## config.mk

```make
export PLATFORM = sky130hd
export DESIGN_NAME = mqfb_front
export DESIGN_NICKNAME = d
export VERILOG_FILES = /design/src/mqfb_pkg.sv /design/src/mqfb_front.sv
export SDC_FILE = /design/constraint.sdc
export NUM_CORES = 1
export LEC_CHECK = 0
export ABC_CLOCK_PERIOD_IN_PS = 3060
export BUFFER_PORTS_ARGS = -buffer_cell sky130_fd_sc_hd__buf_2
export CAP_MARGIN = 15
export CORE_MARGIN = 3
export CORE_UTILIZATION = 40
export DETAILED_ROUTE_END_ITERATION = 12
export PLACE_DENSITY = 0.69
export SETUP_SLACK_MARGIN = 0.5
export SLEW_MARGIN = 30
export SYNTH_ARGS = -nofsm -noshare
export SYNTH_HDL_FRONTEND = slang
export SYNTH_SLANG_ARGS = --single-unit
export TNS_END_PERCENT = 30
```

## constraint.sdc

```tcl
create_clock -name clock -period 3.06 [get_ports clock]
set_clock_uncertainty 0.2 [all_clocks]
set_input_delay 0.306 -clock clock [delete_from_list [all_inputs] [get_ports clock]]
set_output_delay 0.306 -clock clock [all_outputs]
set_load 0.02 [all_outputs]
```

## src/mqfb_pkg.sv

```systemverilog
// Shared types and constants for the bounded multi-queue block.
// Used by the front, back and top-level modules; depends on nothing else.
package mqfb_pkg;

   localparam int NUM_QUEUES  = 32;
   localparam int QUEUE_DEPTH = 8;
   localparam int STORE_SIZE  = NUM_QUEUES * QUEUE_DEPTH;

   // fixed field widths of the request and response beats
   localparam int QINDEX_W = 5;
   localparam int ID_W     = 32;
   localparam int STATUS_W = 2;
   localparam int COUNT_W  = 4;

   localparam int QSEL_W  = (NUM_QUEUES > 1) ? $clog2(NUM_QUEUES) : 1;
   localparam int SLOT_W  = (QUEUE_DEPTH > 1) ? $clog2(QUEUE_DEPTH) : 1;
   localparam int ADDR_W  = (STORE_SIZE > 1) ? $clog2(STORE_SIZE) : 1;
   localparam int ENTRY_W = ID_W + 1;

   // command queue between front and back
   localparam int CMDQ_DEPTH = 2;
   localparam int CMDQ_PTR_W = (CMDQ_DEPTH > 1) ? $clog2(CMDQ_DEPTH) : 1;
   localparam int CMDQ_CNT_W = $clog2(CMDQ_DEPTH + 1);

   typedef enum logic [STATUS_W-1:0] {
      ST_OK        = 2'd0,
      ST_BAD_INDEX = 2'd1,
      ST_FULL      = 2'd2,
      ST_EMPTY     = 2'd3
   } status_type;

   typedef enum logic {
      OP_ADD  = 1'b0,
      OP_TAKE = 1'b1
   } opcode_type;

   typedef enum logic {
      BK_IDLE,
      BK_READ
   } back_state_type;

   typedef struct packed {
      logic              is_take;
      logic              bad;
      logic [QSEL_W-1:0] qsel;
      logic [ID_W-1:0]   id;
      logic              urgent;
   } cmd_type;

endpackage

```

## src/mqfb_front.sv

```systemverilog
// Request front end: checks the queue index, decodes the opcode and
// buffers commands in a short queue for the back end. Uses mqfb_pkg.
module mqfb_front (
   input  logic                          clock,
   input  logic                          reset,
   input  logic                          req_push,
   output logic                          req_full,
   input  logic                          req_opcode,
   input  logic [mqfb_pkg::QINDEX_W-1:0] req_queue_index,
   input  logic [mqfb_pkg::ID_W-1:0]     req_entry_id,
   input  logic                          req_urgent,
   output logic                          cmd_valid,
   output mqfb_pkg::cmd_type             cmd,
   input  logic                          cmd_pop
);
   import mqfb_pkg::*;

   cmd_type                 slot_ff [CMDQ_DEPTH];
   cmd_type                 new_cmd;
   logic [CMDQ_PTR_W-1:0]   wr_ptr_ff, wr_ptr_in;
   logic [CMDQ_PTR_W-1:0]   rd_ptr_ff, rd_ptr_in;
   logic [CMDQ_CNT_W-1:0]   fill_ff, fill_in;
   logic                    accept;
   logic                    drain;

   // classify the incoming beat
   always_comb begin
      new_cmd.is_take = (opcode_type'(req_opcode) == OP_TAKE);
      new_cmd.bad     = ({1'b0, req_queue_index} >= (QINDEX_W + 1)'(NUM_QUEUES));
      new_cmd.qsel    = req_queue_index[QSEL_W-1:0];
      new_cmd.id      = req_entry_id;
      new_cmd.urgent  = req_urgent;
   end

   assign req_full  = (fill_ff == CMDQ_CNT_W'(CMDQ_DEPTH));
   assign cmd_valid = (fill_ff != '0);
   assign cmd       = slot_ff[rd_ptr_ff];
   assign accept    = req_push && !req_full;
   assign drain     = cmd_pop && cmd_valid;

   always_comb begin
      wr_ptr_in = wr_ptr_ff;
      rd_ptr_in = rd_ptr_ff;
      fill_in   = fill_ff;
      if (accept) begin
         wr_ptr_in = (wr_ptr_ff == CMDQ_PTR_W'(CMDQ_DEPTH - 1)) ? '0 : wr_ptr_ff + 1'b1;
      end
      if (drain) begin
         rd_ptr_in = (rd_ptr_ff == CMDQ_PTR_W'(CMDQ_DEPTH - 1)) ? '0 : rd_ptr_ff + 1'b1;
      end
      if (accept && !drain) begin
         fill_in = fill_ff + 1'b1;
      end else if (drain && !accept) begin
         fill_in = fill_ff - 1'b1;
      end
   end

   always_ff @(posedge clock) begin
      if (reset) begin
         wr_ptr_ff <= '0;
         rd_ptr_ff <= '0;
         fill_ff   <= '0;
      end else begin
         wr_ptr_ff <= wr_ptr_in;
         rd_ptr_ff <= rd_ptr_in;
         fill_ff   <= fill_in;
      end
   end

   always_ff @(posedge clock) begin
      if (accept) begin
         slot_ff[wr_ptr_ff] <= new_cmd;
      end
   end

endmodule

```

==> qor.txt <==
PwrDens = 776 mW/mm^2
Synth Area in Compound Gates = 0.00823
CTS Buffer Depth = 2
Clock Pin Slew Worst Setup and Hold Paths = 0.07 ns
max_cap viols = 0
Setup Crit Path Kind = reg2out
worst-skew pair later-pin latency = 0.33 ns
Hold Startpoint = req_push
clk sink count = 83
status = finished clean
DR vias = 1742
DRC = 0
synth-to-layout area growth = 38.2%
Max Clk Rate = 0.435 GHz
antenna violations before repair = 0
fillers = 582
Hold WC Path Type = in2reg
Post-Synth Simple-Gate Area = 0.0161
Synth area leader = edfxtp_1
final hold vios = 0
layout cells sized above 1 = 0.502
Mapped Cells = 148
Post-Synthesis Cell Area = 0.00304 sq mm
CP Launch Type = flop
sequential share of the synthesized area = 0.804
Ant. Diodes = 0
DIE AREA = 0.00868 sq mm
Post-Route WL = 5340 um
min Tclk post-route = 2.30 ns
Setup Buffers After CTS = 0
largest net degree at the start of global routing = 40
Final period util = 0.751
TNS Setup = 0 ns
Wirelength per Cell = 13.9 um
first-pass GRT wire length = 8590 um
Initial DRC Count = 34
top-count cell post-synth = edfxtp_1
leakage = 1.60 nW
synth top area cells = edfxtp_1, mux2_2, dfxtp_1
Worst EP required = 2.55 ns
dominant synthesized flop cell = edfxtp_1
gpl congestion = 0.673
HPWL after detailed placement = 3320 um
largest family of logic cells by synthesized area = multiplexers
top-area cell type share of the netlist area = 0.771
worst reg2reg startpoint = fill_ff[0]
number of port buffers = 83
vias in the first global route = 1857
Total Routing Usage GR = 0.130
Synth top cells by count = edfxtp_1, mux2_2, dfxtp_1
TritonRoute pass-1 iters = 3
Setup-failing EPs final = 0
row cnt = 31
synth warn = 0
Core ar. = 0.00733 sq mm
initial core utilization = 0.415
Worst EP arrival = 1.79 ns
Die W = 93.2 um
Post-Synth Adder-Cell Area = 0.00412
die height = 93.2 um
Syn Area/Cell = 20.5 sq um
Final nets = 324
Max Slew Vio Count = 0
VDD IR max = 0.474 mV
CP endpoint kind = output pin
H-tree depth = 3
TritonCTS clock tree = done
post-cts gate resize count = 0
Worst Path Max Fanout = 30
Final ANT Viol Nets = 0
DR vias/cell = 4.54
unrepaired setup endpoints after global routing = false
Slew HR = 0.649
synth unique cells = 17
CTS root buffer = clkbuf_8
register bit count reported by yosys = 83
syn nets = 192
CTS Buf Count = 9
EDFF count, synth = 78
total grt overflow = 0
I/O pin count = 85
XOR/XNOR Fraction of Synth Area = 0.00865
Min Hold Slack = 0.145 ns
worst-margin pin slew = 0.527 ns
Post-synth ARST share = 0
mux share of post-synthesis cell area = 0.145
-- stage by stage --
step	power [mW]	util	worst slack, ns	std cells	cell area, sq um
2_1_floorplan	2.15	-	0.847	148	3040
3_3_place_gp	2.42	0.489	1.11	328	3580
3_5_place_dp	2.43	0.489	1.10	328	3580
4_1_cts	3.30	0.573	0.721	384	4200
5_1_grt	3.44	0.573	0.665	384	4200
6_report	3.26	0.573	0.763	384	4200
-- final timing paths --
kind	to	slack (ns)	cells after the start
worst min register to register	wr_ptr_ff	0.29	2
worst max register to register	slot_ff[0][20]	1.13	4
worst min-delay path	wr_ptr_ff	0.15	4
worst max-delay path	cmd[35]	0.76	3
-- final cells by class --
| type | instances | area, sq um | share of cell area |
|---|---|---|---|
| Multi-Input combinational cell | 58 | 557 | 0.133 |
| Clock inverter | 7 | 92.6 | 0.0221 |
| Inverter | 2 | 7.51 | 0.00179 |
| Timing Repair Buffer | 126 | 851 | 0.203 |
| Clock buffer | 9 | 124 | 0.0295 |
| Tap cell | 99 | 124 | 0.0295 |
| Sequential cell | 83 | 2440 | 0.582 |
-- cells in the final DEF, fill, tap and decap left out, drive strengths merged --
| cell | instances |
|---|---|
| a21oi | 2 |
| and2 | 1 |
| buf | 86 |
| bufinv | 2 |
| clkbuf | 9 |
| clkinv | 4 |
| clkinvlp | 1 |
| conb | 1 |
| dfxtp | 5 |
| dlygate4sd3 | 40 |
| edfxtp | 78 |
| ha | 1 |
| inv | 2 |
| mux2 | 39 |
| nor2 | 4 |
| nor2b | 1 |
| o21ai | 3 |
| or2 | 1 |
| or3 | 2 |
| xor2 | 3 |
-- per-layer routing --
layer / track usage / share of wire
met5: 0 / 0
met4: 0.0696 / 0.026
met3: 0.0426 / 0.061
met2: 0.210 / 0.49
met1: 0.154 / 0.43
-- cell families after synthesis --
| group | after synthesis |
|---|---|
| DFF | 83 |
| and+or+nand+nor | 9 |
| buffers and inverters | 7 |
| adders and majority gates | 1 |
| AOI/OAI and AO/OA | 5 |
| other | 1 |
| xor gates and xnor gates | 3 |
| muxes | 39 |
-- state kept, by name, indices dropped and copies added, names as in the netlist, named ones only --
name and count:
fill_ff 2, wr_ptr_ff 1, slot_ff 78, rd_ptr_ff 1
-- power by group --
part | internal, mW | total [mW] | switching [mW]
sequential | 1.43 | 1.49 | 0.0597
clock | 0.456 | 0.823 | 0.367
combinational | 0.404 | 0.946 | 0.543
-- critical path, stage by stage, from the launching register on --
cell	delay [ns]
dfxtp_2	0.46
buf_4	0.41
mux2_2	0.39
buf_2	0.16
-- repair_timing --
| item | 4_1_cts | 5_1_grt |
|---|---|---|
| setup endpoints to repair | 0 | 0 |
| hold buffers | 40 | 0 |
| endpoints found under the hold margin | 83 | 0 |
(Power assumes the default switching activity.)
